===== config.mk =====
export PLATFORM = sky130hd
export DESIGN_NAME = rtc_tick_drift_compensated_core
export DESIGN_NICKNAME = d
export VERILOG_FILES = /design/src/sv/rtcdc_pkg.sv /design/src/sv/rtcdc_rem.sv /design/src/sv/rtcdc_dp.sv /design/src/sv/rtcdc_ctrl.sv /design/src/sv/rtc_tick_drift_compensated_core.sv
export SDC_FILE = /design/constraint.sdc
export NUM_CORES = 1
export LEC_CHECK = 0
export CAP_MARGIN = 20
export CELL_PAD_IN_SITES_DETAIL_PLACEMENT = 0
export CELL_PAD_IN_SITES_GLOBAL_PLACEMENT = 1
export CORE_AREA = 3 3 269 218
export CTS_BUF_LIST = sky130_fd_sc_hd__clkbuf_16
export DETAILED_ROUTE_END_ITERATION = 7
export DIE_AREA = 0 0 272 221
export DONT_BUFFER_PORTS = 1
export GPL_ROUTABILITY_DRIVEN = 0
export GPL_TIMING_DRIVEN = 0
export PLACE_DENSITY_LB_ADDON = 0.1
export RECOVER_POWER = 25
export SLEW_MARGIN = 20
export SYNTH_ARGS = -nofsm -noshare
export SYNTH_HDL_FRONTEND = slang
export SYNTH_HIERARCHICAL = 1
export SYNTH_SLANG_ARGS = --single-unit

===== constraint.sdc =====
create_clock -name clk -period 6.3 [get_ports clk]
set_clock_uncertainty 0.1 [all_clocks]
set_input_delay 1.26 -clock clk [delete_from_list [all_inputs] [get_ports clk]]
set_output_delay 1.26 -clock clk [all_outputs]
set_load 0.02 [all_outputs]

===== src/sv/rtcdc_pkg.sv =====
`default_nettype none

package rtcdc_pkg;

  // Fixed-point and counter sizing
  localparam int LOSS_FRAC_BITS = 32;
  localparam int TICK_WIDTH     = 16;
  localparam int TPS_WIDTH      = 16;
  localparam int LOSS_W         = LOSS_FRAC_BITS + 2;
  localparam int SHIFT_UP       = (LOSS_FRAC_BITS >= 32) ? (LOSS_FRAC_BITS - 32) : 0;
  localparam int SHIFT_DN       = (LOSS_FRAC_BITS < 32) ? (32 - LOSS_FRAC_BITS) : 0;
  localparam int TCMP_W         = (TICK_WIDTH > TPS_WIDTH) ? TICK_WIDTH : TPS_WIDTH;

  // One second in accumulator units
  localparam logic signed [LOSS_W-1:0] LOSS_ONE = {2'b01, {LOSS_FRAC_BITS{1'b0}}};

  // Calendar constants
  localparam int SEC_PER_MIN  = 60;
  localparam int HOUR_PER_DAY = 24;
  localparam int MAX_HOUR     = 23;
  localparam int MAX_MIN_SEC  = 59;
  localparam logic signed [33:0] EPOCH_MOD = 34'sd4294967280;

  // Serial remainder unit
  localparam int DIV_STEPS = 32;
  localparam int DIV_CNT_W = $clog2(DIV_STEPS);

  // Register map
  localparam int PADDR_W   = 4;
  localparam int CFG_IDX_W = 2;
  localparam logic [CFG_IDX_W-1:0] REG_TPS   = 2'd0;
  localparam logic [CFG_IDX_W-1:0] REG_LOSS  = 2'd1;
  localparam logic [CFG_IDX_W-1:0] REG_MAGIC = 2'd2;
  localparam logic [TPS_WIDTH-1:0] TPS_RESET = 16'd64;

  // Item codes
  localparam logic FUNC_TICK = 1'b0;
  localparam logic FUNC_LOAD = 1'b1;
  localparam logic [1:0] LEAP_NONE = 2'd0;
  localparam logic [1:0] LEAP_INS  = 2'd1;
  localparam logic [1:0] LEAP_REM  = 2'd2;

  typedef struct packed {
    logic       func;
    logic [4:0] load_hour;
    logic [5:0] load_minute;
    logic [5:0] load_second;
  } in_item_t;

  typedef struct packed {
    logic [4:0]  hour_now;
    logic [5:0]  minute_now;
    logic [5:0]  second_now;
    logic [31:0] epoch_now;
    logic        epoch_half;
    logic        second_boundary;
    logic [1:0]  leap_kind;
    logic        magic_dropped;
  } out_item_t;

  typedef enum logic [2:0] {
    ST_IDLE,
    ST_START,
    ST_DIV,
    ST_ADJ,
    ST_DONE
  } ctrl_state_t;

  // Controller to datapath
  typedef struct packed {
    logic item_load;
    logic div_start;
    logic adjust;
    logic commit;
  } ctrl_cmd_t;

  // Datapath to controller
  typedef struct packed {
    logic is_load;
    logic div_needed;
  } dp_sts_t;

  // Q0.32 drift to accumulator scale; right shift floors
  function automatic logic signed [LOSS_W-1:0] scale_drift(input logic [31:0] v);
    logic signed [63:0] ext;
    logic signed [63:0] sh;
    ext = signed'({{32{v[31]}}, v});
    if (LOSS_FRAC_BITS >= 32) begin
      sh = ext <<< SHIFT_UP;
    end else begin
      sh = ext >>> SHIFT_DN;
    end
    return signed'(sh[LOSS_W-1:0]);
  endfunction

endpackage

`default_nettype wire


===== src/sv/rtcdc_rem.sv =====
`default_nettype none

// Restoring remainder, one dividend bit per cycle
module rtcdc_rem (
  input  wire logic        clk,
  input  wire logic        rst_n,
  input  wire logic        start,
  input  wire logic [31:0] dividend,
  input  wire logic [31:0] divisor,
  output logic             done,
  output logic [31:0]      rem
);

  logic                              busy_r, busy_nxt;
  logic [rtcdc_pkg::DIV_CNT_W-1:0]   cnt_r, cnt_nxt;
  logic [31:0]                       rem_r, rem_nxt;
  logic [31:0]                       quo_r, quo_nxt;
  logic [32:0]                       rem_sh;

  // Control state
  always_ff @(posedge clk) begin
    if (!rst_n) begin
      busy_r <= 1'b0;
      cnt_r  <= '0;
    end else begin
      busy_r <= busy_nxt;
      cnt_r  <= cnt_nxt;
    end
  end

  // Shift registers, no reset needed
  always_ff @(posedge clk) begin
    rem_r <= rem_nxt;
    quo_r <= quo_nxt;
  end

  // Start load, or one compare-subtract step
  always_comb begin
    busy_nxt = busy_r;
    cnt_nxt  = cnt_r;
    rem_nxt  = rem_r;
    quo_nxt  = quo_r;
    rem_sh   = {rem_r, quo_r[31]};
    if (start) begin
      busy_nxt = 1'b1;
      cnt_nxt  = '0;
      rem_nxt  = '0;
      quo_nxt  = dividend;
    end else if (busy_r) begin
      if (rem_sh >= {1'b0, divisor}) begin
        rem_nxt = 32'(rem_sh - {1'b0, divisor});
      end else begin
        rem_nxt = rem_sh[31:0];
      end
      quo_nxt = {quo_r[30:0], 1'b0};
      cnt_nxt = cnt_r + rtcdc_pkg::DIV_CNT_W'(1);
      if (cnt_r == rtcdc_pkg::DIV_CNT_W'(rtcdc_pkg::DIV_STEPS - 1)) begin
        busy_nxt = 1'b0;
      end
    end
  end

  // Last step in flight; rem is final on the next cycle
  assign done = busy_r && (cnt_r == rtcdc_pkg::DIV_CNT_W'(rtcdc_pkg::DIV_STEPS - 1));
  assign rem  = rem_r;

endmodule

`default_nettype wire


===== src/sv/rtcdc_dp.sv =====
`default_nettype none

module rtcdc_dp (
  input  wire logic                   clk,
  input  wire logic                   rst_n,
  input  wire rtcdc_pkg::ctrl_cmd_t   cmd,
  output rtcdc_pkg::dp_sts_t          sts,
  input  wire rtcdc_pkg::in_item_t    in_data,
  input  wire logic [15:0]            tps,
  input  wire logic [31:0]            loss_pt,
  input  wire logic [31:0]            magic_iv,
  input  wire logic [31:0]            rem,
  output logic [31:0]                 div_dividend,
  output rtcdc_pkg::out_item_t        out_data
);

  localparam int TW = rtcdc_pkg::TICK_WIDTH;
  localparam int LW = rtcdc_pkg::LOSS_W;

  // Architectural time state
  logic [TW-1:0]         tick_r;
  logic signed [LW-1:0]  loss_r;
  logic [31:0]           epoch_r;
  logic [5:0]            sec_r;
  logic [5:0]            min_r;
  logic [4:0]            hour_r;
  logic                  half_r;

  // Per-beat working registers
  rtcdc_pkg::in_item_t   item_r;
  logic                  bound_r;
  logic [TW-1:0]         tick_w_r;
  logic signed [LW-1:0]  loss_w_r, loss_w_nxt;
  logic [31:0]           e1_r;
  logic signed [33:0]    e2_r, e2_nxt;
  logic signed [6:0]     s2_r, s2_nxt;
  logic [1:0]            leap_r, leap_nxt;
  logic                  magic_r, magic_nxt;
  logic                  div_en_r;
  rtcdc_pkg::out_item_t  out_r;

  logic [TW-1:0]         tick_inc;
  logic                  bound_c;
  logic signed [6:0]     s_base;
  logic signed [6:0]     sec_c;
  logic signed [6:0]     min_c;
  logic signed [5:0]     hour_c;
  logic [5:0]            sec_new;
  logic [5:0]            min_new;
  logic [4:0]            hour_new;
  logic [31:0]           epoch_new;
  logic                  half_new;

  // Tick count and second boundary for the incoming beat
  assign tick_inc = tick_r + TW'(1);
  assign bound_c  = rtcdc_pkg::TCMP_W'(tick_inc) >= rtcdc_pkg::TCMP_W'(tps);

  assign sts.is_load    = (item_r.func == rtcdc_pkg::FUNC_LOAD);
  assign sts.div_needed = bound_r && (magic_iv != '0);
  assign div_dividend   = e1_r;

  // Drift leap decision and second offset
  always_comb begin
    magic_nxt  = div_en_r && (rem == '0);
    s_base     = $signed({1'b0, sec_r}) + $signed({6'd0, bound_r}) - $signed({6'd0, magic_nxt});
    leap_nxt   = rtcdc_pkg::LEAP_NONE;
    s2_nxt     = s_base;
    e2_nxt     = $signed({2'b00, e1_r});
    loss_w_nxt = loss_w_r;
    if (loss_w_r >= rtcdc_pkg::LOSS_ONE) begin
      leap_nxt   = rtcdc_pkg::LEAP_INS;
      s2_nxt     = s_base + 7'sd1;
      e2_nxt     = $signed({2'b00, e1_r}) + 34'sd1;
      loss_w_nxt = loss_w_r - rtcdc_pkg::LOSS_ONE;
    end else if (loss_w_r <= -rtcdc_pkg::LOSS_ONE) begin
      leap_nxt   = rtcdc_pkg::LEAP_REM;
      s2_nxt     = s_base - 7'sd1;
      e2_nxt     = $signed({2'b00, e1_r}) - 34'sd1;
      loss_w_nxt = loss_w_r + rtcdc_pkg::LOSS_ONE;
    end
  end

  // Rollover of seconds, minutes, hours and epoch; a load beat overrides it below
  always_comb begin
    sec_c  = s2_r;
    min_c  = $signed({1'b0, min_r});
    hour_c = $signed({1'b0, hour_r});
    if (s2_r >= 7'(rtcdc_pkg::SEC_PER_MIN)) begin
      sec_c = s2_r - 7'(rtcdc_pkg::SEC_PER_MIN);
      min_c = min_c + 7'sd1;
    end else if (s2_r < 7'sd0) begin
      sec_c = s2_r + 7'(rtcdc_pkg::SEC_PER_MIN);
      min_c = min_c - 7'sd1;
    end
    if (min_c >= 7'(rtcdc_pkg::SEC_PER_MIN)) begin
      min_c  = min_c - 7'(rtcdc_pkg::SEC_PER_MIN);
      hour_c = hour_c + 6'sd1;
    end else if (min_c < 7'sd0) begin
      min_c  = min_c + 7'(rtcdc_pkg::SEC_PER_MIN);
      hour_c = hour_c - 6'sd1;
    end
    if (hour_c >= 6'(rtcdc_pkg::HOUR_PER_DAY)) begin
      hour_c = hour_c - 6'(rtcdc_pkg::HOUR_PER_DAY);
    end else if (hour_c < 6'sd0) begin
      hour_c = hour_c + 6'(rtcdc_pkg::HOUR_PER_DAY);
    end

    half_new  = half_r;
    epoch_new = e2_r[31:0];
    if (e2_r >= rtcdc_pkg::EPOCH_MOD) begin
      epoch_new = 32'(e2_r - rtcdc_pkg::EPOCH_MOD);
      half_new  = ~half_r;
    end else if (e2_r < 34'sd0) begin
      epoch_new = 32'(e2_r + rtcdc_pkg::EPOCH_MOD);
      half_new  = ~half_r;
    end

    sec_new  = sec_c[5:0];
    min_new  = min_c[5:0];
    hour_new = hour_c[4:0];
    // Load beat: clamp to the legal range, epoch untouched
    if (sts.is_load) begin
      hour_new  = (item_r.load_hour > 5'(rtcdc_pkg::MAX_HOUR)) ?
                  5'(rtcdc_pkg::MAX_HOUR) : item_r.load_hour;
      min_new   = (item_r.load_minute > 6'(rtcdc_pkg::MAX_MIN_SEC)) ?
                  6'(rtcdc_pkg::MAX_MIN_SEC) : item_r.load_minute;
      sec_new   = (item_r.load_second > 6'(rtcdc_pkg::MAX_MIN_SEC)) ?
                  6'(rtcdc_pkg::MAX_MIN_SEC) : item_r.load_second;
      epoch_new = epoch_r;
      half_new  = half_r;
    end
  end

  // Time state, updated only on commit
  always_ff @(posedge clk) begin
    if (!rst_n) begin
      tick_r  <= '0;
      loss_r  <= '0;
      epoch_r <= '0;
      sec_r   <= '0;
      min_r   <= '0;
      hour_r  <= '0;
      half_r  <= 1'b0;
    end else if (cmd.commit) begin
      sec_r  <= sec_new;
      min_r  <= min_new;
      hour_r <= hour_new;
      if (!sts.is_load) begin
        tick_r  <= tick_w_r;
        loss_r  <= loss_w_r;
        epoch_r <= epoch_new;
        half_r  <= half_new;
      end
    end
  end

  // Working registers
  always_ff @(posedge clk) begin
    if (cmd.item_load) begin
      item_r   <= in_data;
      bound_r  <= bound_c;
      tick_w_r <= bound_c ? '0 : tick_inc;
      loss_w_r <= loss_r + rtcdc_pkg::scale_drift(loss_pt);
      e1_r     <= epoch_r + 32'(bound_c);
      div_en_r <= 1'b0;
    end else if (cmd.div_start) begin
      div_en_r <= 1'b1;
    end else if (cmd.adjust) begin
      loss_w_r <= loss_w_nxt;
      e2_r     <= e2_nxt;
      s2_r     <= s2_nxt;
      leap_r   <= leap_nxt;
      magic_r  <= magic_nxt;
    end
  end

  // Result register
  always_ff @(posedge clk) begin
    if (cmd.commit) begin
      out_r.hour_now        <= hour_new;
      out_r.minute_now      <= min_new;
      out_r.second_now      <= sec_new;
      out_r.epoch_now       <= epoch_new;
      out_r.epoch_half      <= half_new;
      out_r.second_boundary <= sts.is_load ? 1'b0 : bound_r;
      out_r.leap_kind       <= sts.is_load ? rtcdc_pkg::LEAP_NONE : leap_r;
      out_r.magic_dropped   <= sts.is_load ? 1'b0 : magic_r;
    end
  end

  assign out_data = out_r;

endmodule

`default_nettype wire


===== src/sv/rtcdc_ctrl.sv =====
`default_nettype none

module rtcdc_ctrl (
  input  wire logic                 clk,
  input  wire logic                 rst_n,
  input  wire logic                 in_valid,
  output logic                      in_stall,
  output logic                      out_valid,
  input  wire logic                 out_stall,
  input  wire rtcdc_pkg::dp_sts_t   sts,
  input  wire logic                 div_done,
  output rtcdc_pkg::ctrl_cmd_t      cmd
);

  rtcdc_pkg::ctrl_state_t state_r, state_nxt;
  logic                   out_valid_r, out_valid_nxt;

  // State and result-valid registers
  always_ff @(posedge clk) begin
    if (!rst_n) begin
      state_r     <= rtcdc_pkg::ST_IDLE;
      out_valid_r <= 1'b0;
    end else begin
      state_r     <= state_nxt;
      out_valid_r <= out_valid_nxt;
    end
  end

  // Sequencing
  always_comb begin
    state_nxt = state_r;
    cmd       = '0;
    case (state_r)
      rtcdc_pkg::ST_IDLE: begin
        if (in_valid) begin
          cmd.item_load = 1'b1;
          state_nxt     = rtcdc_pkg::ST_START;
        end
      end
      rtcdc_pkg::ST_START: begin
        if (sts.is_load) begin
          state_nxt = rtcdc_pkg::ST_DONE;
        end else if (sts.div_needed) begin
          cmd.div_start = 1'b1;
          state_nxt     = rtcdc_pkg::ST_DIV;
        end else begin
          state_nxt = rtcdc_pkg::ST_ADJ;
        end
      end
      rtcdc_pkg::ST_DIV: begin
        if (div_done) begin
          state_nxt = rtcdc_pkg::ST_ADJ;
        end
      end
      rtcdc_pkg::ST_ADJ: begin
        cmd.adjust = 1'b1;
        state_nxt  = rtcdc_pkg::ST_DONE;
      end
      rtcdc_pkg::ST_DONE: begin
        if (!out_valid_r || !out_stall) begin
          cmd.commit = 1'b1;
          state_nxt  = rtcdc_pkg::ST_IDLE;
        end
      end
      default: begin
        state_nxt = rtcdc_pkg::ST_IDLE;
      end
    endcase
  end

  // Result beat stays until taken
  assign out_valid_nxt = cmd.commit ? 1'b1 : (out_valid_r && out_stall);
  assign in_stall      = (state_r != rtcdc_pkg::ST_IDLE);
  assign out_valid     = out_valid_r;

  // Never overwrite a result beat that is still held
  a_commit_free: assert property (@(posedge clk) disable iff (!rst_n)
    cmd.commit |-> (!out_valid_r || !out_stall))
    else $error("commit while result beat held");

  // After a start the controller is in the divide state and the remainder unit has not yet raised done
  a_div_latency: assert property (@(posedge clk) disable iff (!rst_n)
    cmd.div_start |=> (state_r == rtcdc_pkg::ST_DIV) && !div_done)
    else $error("remainder finished too early");

  a_commit_valid: assert property (@(posedge clk) disable iff (!rst_n)
    cmd.commit |=> out_valid_r)
    else $error("commit without result beat");

  a_accept_start: assert property (@(posedge clk) disable iff (!rst_n)
    (in_valid && !in_stall) |=> (state_r == rtcdc_pkg::ST_START) && in_stall)
    else $error("accepted beat not in progress");

endmodule

`default_nettype wire


===== src/sv/rtc_tick_drift_compensated_core.sv =====
// A load beat goes from accept through the start state to commit. A tick also passes the
// adjust state, and a tick that completes a second with a nonzero magic interval first waits
// on the 32-step serial remainder unit used for the magic interval test. in_stall stays high
// until the commit, so the core takes no new beat while one is in progress.
// A held result beat does not block the next accept, only that beat's commit.
// Reset (rst_n low, synchronous) clears the time state and loads the register defaults.
`default_nettype none

module rtc_tick_drift_compensated_core (
  input  wire logic                                 clk,
  input  wire logic                                 rst_n,
  input  wire logic                                 in_valid,
  output logic                                      in_stall,
  input  wire rtcdc_pkg::in_item_t                  in_data,
  output logic                                      out_valid,
  input  wire logic                                 out_stall,
  output rtcdc_pkg::out_item_t                      out_data,
  input  wire logic                                 psel,
  input  wire logic                                 penable,
  input  wire logic                                 pwrite,
  input  wire logic [rtcdc_pkg::PADDR_W-1:0]        paddr,
  input  wire logic [31:0]                          pwdata,
  output logic [31:0]                               prdata,
  output logic                                      pready
);

  logic [rtcdc_pkg::TPS_WIDTH-1:0]  tps_r;
  logic [31:0]                      loss_pt_r;
  logic [31:0]                      magic_iv_r;
  logic [rtcdc_pkg::CFG_IDX_W-1:0]  reg_idx;
  logic                             wr_en;

  rtcdc_pkg::ctrl_cmd_t cmd;
  rtcdc_pkg::dp_sts_t   sts;
  logic                 div_done;
  logic [31:0]          rem;
  logic [31:0]          div_dividend;

  // Register file
  assign pready  = 1'b1;
  assign reg_idx = paddr[rtcdc_pkg::PADDR_W-1:2];
  assign wr_en   = psel && penable && pwrite;

  always_ff @(posedge clk) begin
    if (!rst_n) begin
      tps_r      <= rtcdc_pkg::TPS_RESET;
      loss_pt_r  <= '0;
      magic_iv_r <= '0;
    end else if (wr_en) begin
      case (reg_idx)
        rtcdc_pkg::REG_TPS:   tps_r      <= pwdata[rtcdc_pkg::TPS_WIDTH-1:0];
        rtcdc_pkg::REG_LOSS:  loss_pt_r  <= pwdata;
        rtcdc_pkg::REG_MAGIC: magic_iv_r <= pwdata;
        default: ;
      endcase
    end
  end

  // Read mux
  always_comb begin
    case (reg_idx)
      rtcdc_pkg::REG_TPS:   prdata = 32'(tps_r);
      rtcdc_pkg::REG_LOSS:  prdata = loss_pt_r;
      rtcdc_pkg::REG_MAGIC: prdata = magic_iv_r;
      default:              prdata = '0;
    endcase
  end

  rtcdc_ctrl u_ctrl (
    .clk       (clk),
    .rst_n     (rst_n),
    .in_valid  (in_valid),
    .in_stall  (in_stall),
    .out_valid (out_valid),
    .out_stall (out_stall),
    .sts       (sts),
    .div_done  (div_done),
    .cmd       (cmd)
  );

  rtcdc_rem u_rem (
    .clk      (clk),
    .rst_n    (rst_n),
    .start    (cmd.div_start),
    .dividend (div_dividend),
    .divisor  (magic_iv_r),
    .done     (div_done),
    .rem      (rem)
  );

  rtcdc_dp u_dp (
    .clk          (clk),
    .rst_n        (rst_n),
    .cmd          (cmd),
    .sts          (sts),
    .in_data      (in_data),
    .tps          (tps_r),
    .loss_pt      (loss_pt_r),
    .magic_iv     (magic_iv_r),
    .rem          (rem),
    .div_dividend (div_dividend),
    .out_data     (out_data)
  );

endmodule

`default_nettype wire


==> results by group <==
Status
  • Status: finished with violations
  • Violations in the final reports: capacitance limit, slew limit

Timing
  • Max Slew Vio Count: 29
  • Final period utilization: 94.1%
  • Tmin final: 5.93 ns
  • Setup TNS: 0 ns
  • F_max: 169 MHz
  • Hold Vio Cnt, Final: 0
  • Max_slew headroom: -31.4%
  • RSZ-0062 raised after global routing: false
  • Final setup viols: 0
  • Hold slack: 0.367 ns
  • Slew @ Worst Pin: 1.97 ns

Synthesis
  • Yosys top cell area share: 26.9%
  • Register area share after synthesis: 44.3%
  • Synth Register Bits: 454
  • Post-Synthesis Cell Area: 25800 sq um
  • Syn avg cell area: 9.46 sq um
  • Post-synth top area cell: edfxtp_1
  • Synth Instances: 2721
  • Most area-consuming cells after synthesis: edfxtp_1, dfxtp_1, nand2_1, ha_1, mux2i_1
  • Post-synth EDFFs: 231
  • Main synth FF type: edfxtp_1
  • Synth async-reset ratio: 0%
  • Distinct cells, synth: 94
  • Mapped Nets: 2896
  • YS warnings: 6

Critical path
  • Worst path slowest cell: dfxtp_1
  • Crit Path Category: reg2reg
  • CP Max Fanout: 10
  • Highest cell delay on the worst timing path: 0.43 ns
  • Most frequent CP cell: ha_1
  • R2r setup slk: 0.37 ns
  • CP Launch Type: flip-flop
  • Critical Path RT: 6.52 ns
  • Critical Path AT: 6.16 ns
  • CP endpoint kind: flip-flop

Detailed routing
  • Final ANT Viol Nets: 0
  • Vias: 20940
  • WL per Instance: 22.2 um
  • Pre-Repair DR Iteration Count: 5
  • Mean number of vias per cell: 5.84
  • DRC viols: 0
  • Final WL: 79.6 mm
  • Initial DRC Count: 2237

Layout
  • Commonest non-fill, non-tap cells in the layout: nand2_1, edfxtp_1, dfxtp_1
  • Share of cells above drive strength 1: 6.17%
  • Most common cell after layout, fill and taps aside: nand2_1
  • Final instance area: 28400 sq um
  • Nets: 2957
  • Area grow syn2layout: 10.5%
  • Layout fillers: 5340

Power
  • Leakage: 10.5 nW
  • Pwr/cell area: 331 nW/um^2
  • Combinational cell fraction of total power: 29.7%
  • Sw frac: 34.2%
  • Power Total: 9.41 mW
  • Clock share of power: 31.8%
  • Peak supply drop: 0.265 mV
  • Sw Pwr: 3.22 mW
  • Cell internal pwr: 6.19 mW
  • Seq pwr share: 38.4%

Global routing
  • Largest net degree at the start of global routing: 33
  • Global-route wire length before repair: 121 mm
  • GRT Residual Overflow: 0
  • Gr usage total: 25.8%
  • Vias in the first global route: 19595
  • Initial antenna violation count: 2

Floorplan
  • I/O pin count: 150
  • Die W: 272 um
  • Die H: 221 um
  • Die ar.: 60100 sq um
  • Starting Density: 45.7%
  • Core Box Area: 56300 sq um
  • Cell row count: 78

Job
  • Max Cap Violations: 2

Clocking
  • Clock root buffer: clkbuf_16
  • H-tree levels: 2
  • Clock buffer depth: 3
  • Post-CTS Hold Buffers: 0
  • # clock sinks: 454
  • Num CTS Buffers: 51
  • Reg clk slew, reported paths: 0.06 ns
  • CTS tree: yes
  • Worst skew pair latency: 0.60 ns

Place
  • Post-placement cell area: 26900 sq um
  • I/O Buffers: 0
  • Post-DP HPWL: 60.9 mm

Min path
  • Hold WC Path Type: reg2reg
layout make-up:
type | count | area, sq um | share of cell area, %
diodes | 1 | 2.50 | 0.00880
well taps | 760 | 951 | 3.34
clock buffers | 56 | 1400 | 4.93
multi-input cells | 1991 | 13200 | 46.5
plain buffers | 132 | 529 | 1.86
clock inverters | 37 | 267 | 0.937
repair buffers | 9 | 129 | 0.453
inverters | 143 | 537 | 1.89
flip-flops and latches | 454 | 11400 | 40.1
worst paths after layout:
kind | from | endpoint | cells past startpoint
setup reg to reg | u_dp/tick_r[0] | u_dp/div_dividend[30] | 26
setup / recovery | u_dp/tick_r[0] | u_dp/div_dividend[30] | 26
hold reg to reg | u_dp/loss_r[24] | u_dp/loss_r[24] | 2
hold / removal | u_dp/loss_r[24] | u_dp/loss_r[24] | 2
repair_timing:
| action | in CTS | in global routing |
|---|---|---|
| resized for setup | 1 | 6 |
| pin swaps | 0 | 0 |
| endpoints found under the setup margin | 4 | 9 |
| buffers inserted | 0 | 0 |
sequential cells by signal, summed over array words and instances, names as in the netlist, 6 cells and up:
name	flops
loss_pt_r	32
magic_iv_r	32
tps_r	16
u_dp/div_dividend	32
u_dp/e2_r	34
u_dp/epoch_r	32
u_dp/item_r	17
u_dp/loss_r	34
u_dp/loss_w_r	34
u_dp/min_r	6
u_dp/out_data	54
u_dp/s2_r	7
u_dp/sec_r	6
u_dp/tick_r	16
u_dp/tick_w_r	16
u_rem/quo_r	32
u_rem/rem	32
metal layers:
metal	global-route usage [%]	vias to the layer above	part of all wire (%)
met3	4.25	102	6.6
met2	36.7	682	41
met4	6.12	0	2.2
met1	40.4	10198	50
met5	0	-	0
li1	-	9958	-
power by group through the flow:
stage                     clock network (mW)  logic, mW  registers [mW]
final                                   3.00       2.80            3.62
after global routing                    3.18       3.08            3.64
after CTS                               3.06       2.77            3.61
after detailed placement                   0       2.75            3.67
after global placement                     0       2.70            3.69
after floorplan                            0       2.06            3.59
synth_stat cells, types with 15 or more instances:
master	number
nand2_1	428
edfxtp_1	231
dfxtp_1	223
inv_1	143
nor2_1	133
o21ai_0	131
mux2i_1	124
ha_1	111
clkbuf_1	95
xnor2_1	95
a21oi_1	92
nand3_1	78
xor2_1	76
and2_1	63
a21boi_0	60
nor3_1	41
nand4_1	39
mux2_2	38
nor4_1	38
a211oi_1	37
a21o_1	33
a31oi_1	23
and3_1	23
o31ai_1	21
or3_1	18
a22o_1	17
nand2b_1	17
nor2b_1	16
and4_1	15
cell families (layout without fill, tap and decap cells):
group	count (synthesis)	in the layout	synth area share, %
other cells	1	2	0.0146
xor+xnor	171	171	5.82
compound gates	578	578	15.2
flops	454	454	44.3
fa+ha+maj	114	114	5.63
buf+inv	276	377	4.45
simple gates	965	965	18.1
mux	162	162	6.48
through the flow:
| stage | worst slack (ns) | utilization [%] | instances |
|---|---|---|---|
| finish | 0.369 | 50.5 | 3583 |
| global route | 0.00992 | 50.5 | 3582 |
| CTS | 0.0563 | 50.8 | 3583 |
| detailed placement | -0.175 | 47.8 | 3490 |
| global placement | -2.53 | 47.4 | 3481 |
| floorplan | 0.453 | - | 2721 |
worst max-delay path: cells and delay by family (launching register included):
kind | cells | cell delay, ns
AO/OA/AOI/OAI | 5 | 0.83
XOR/XNOR | 2 | 0.34
adder cells (fa/ha/maj) | 4 | 1.10
buffers and inverters | 3 | 0.66
flip-flops | 1 | 0.43
AND/OR/NAND/NOR | 12 | 2.18
Power figures use the tool's default switching activity.
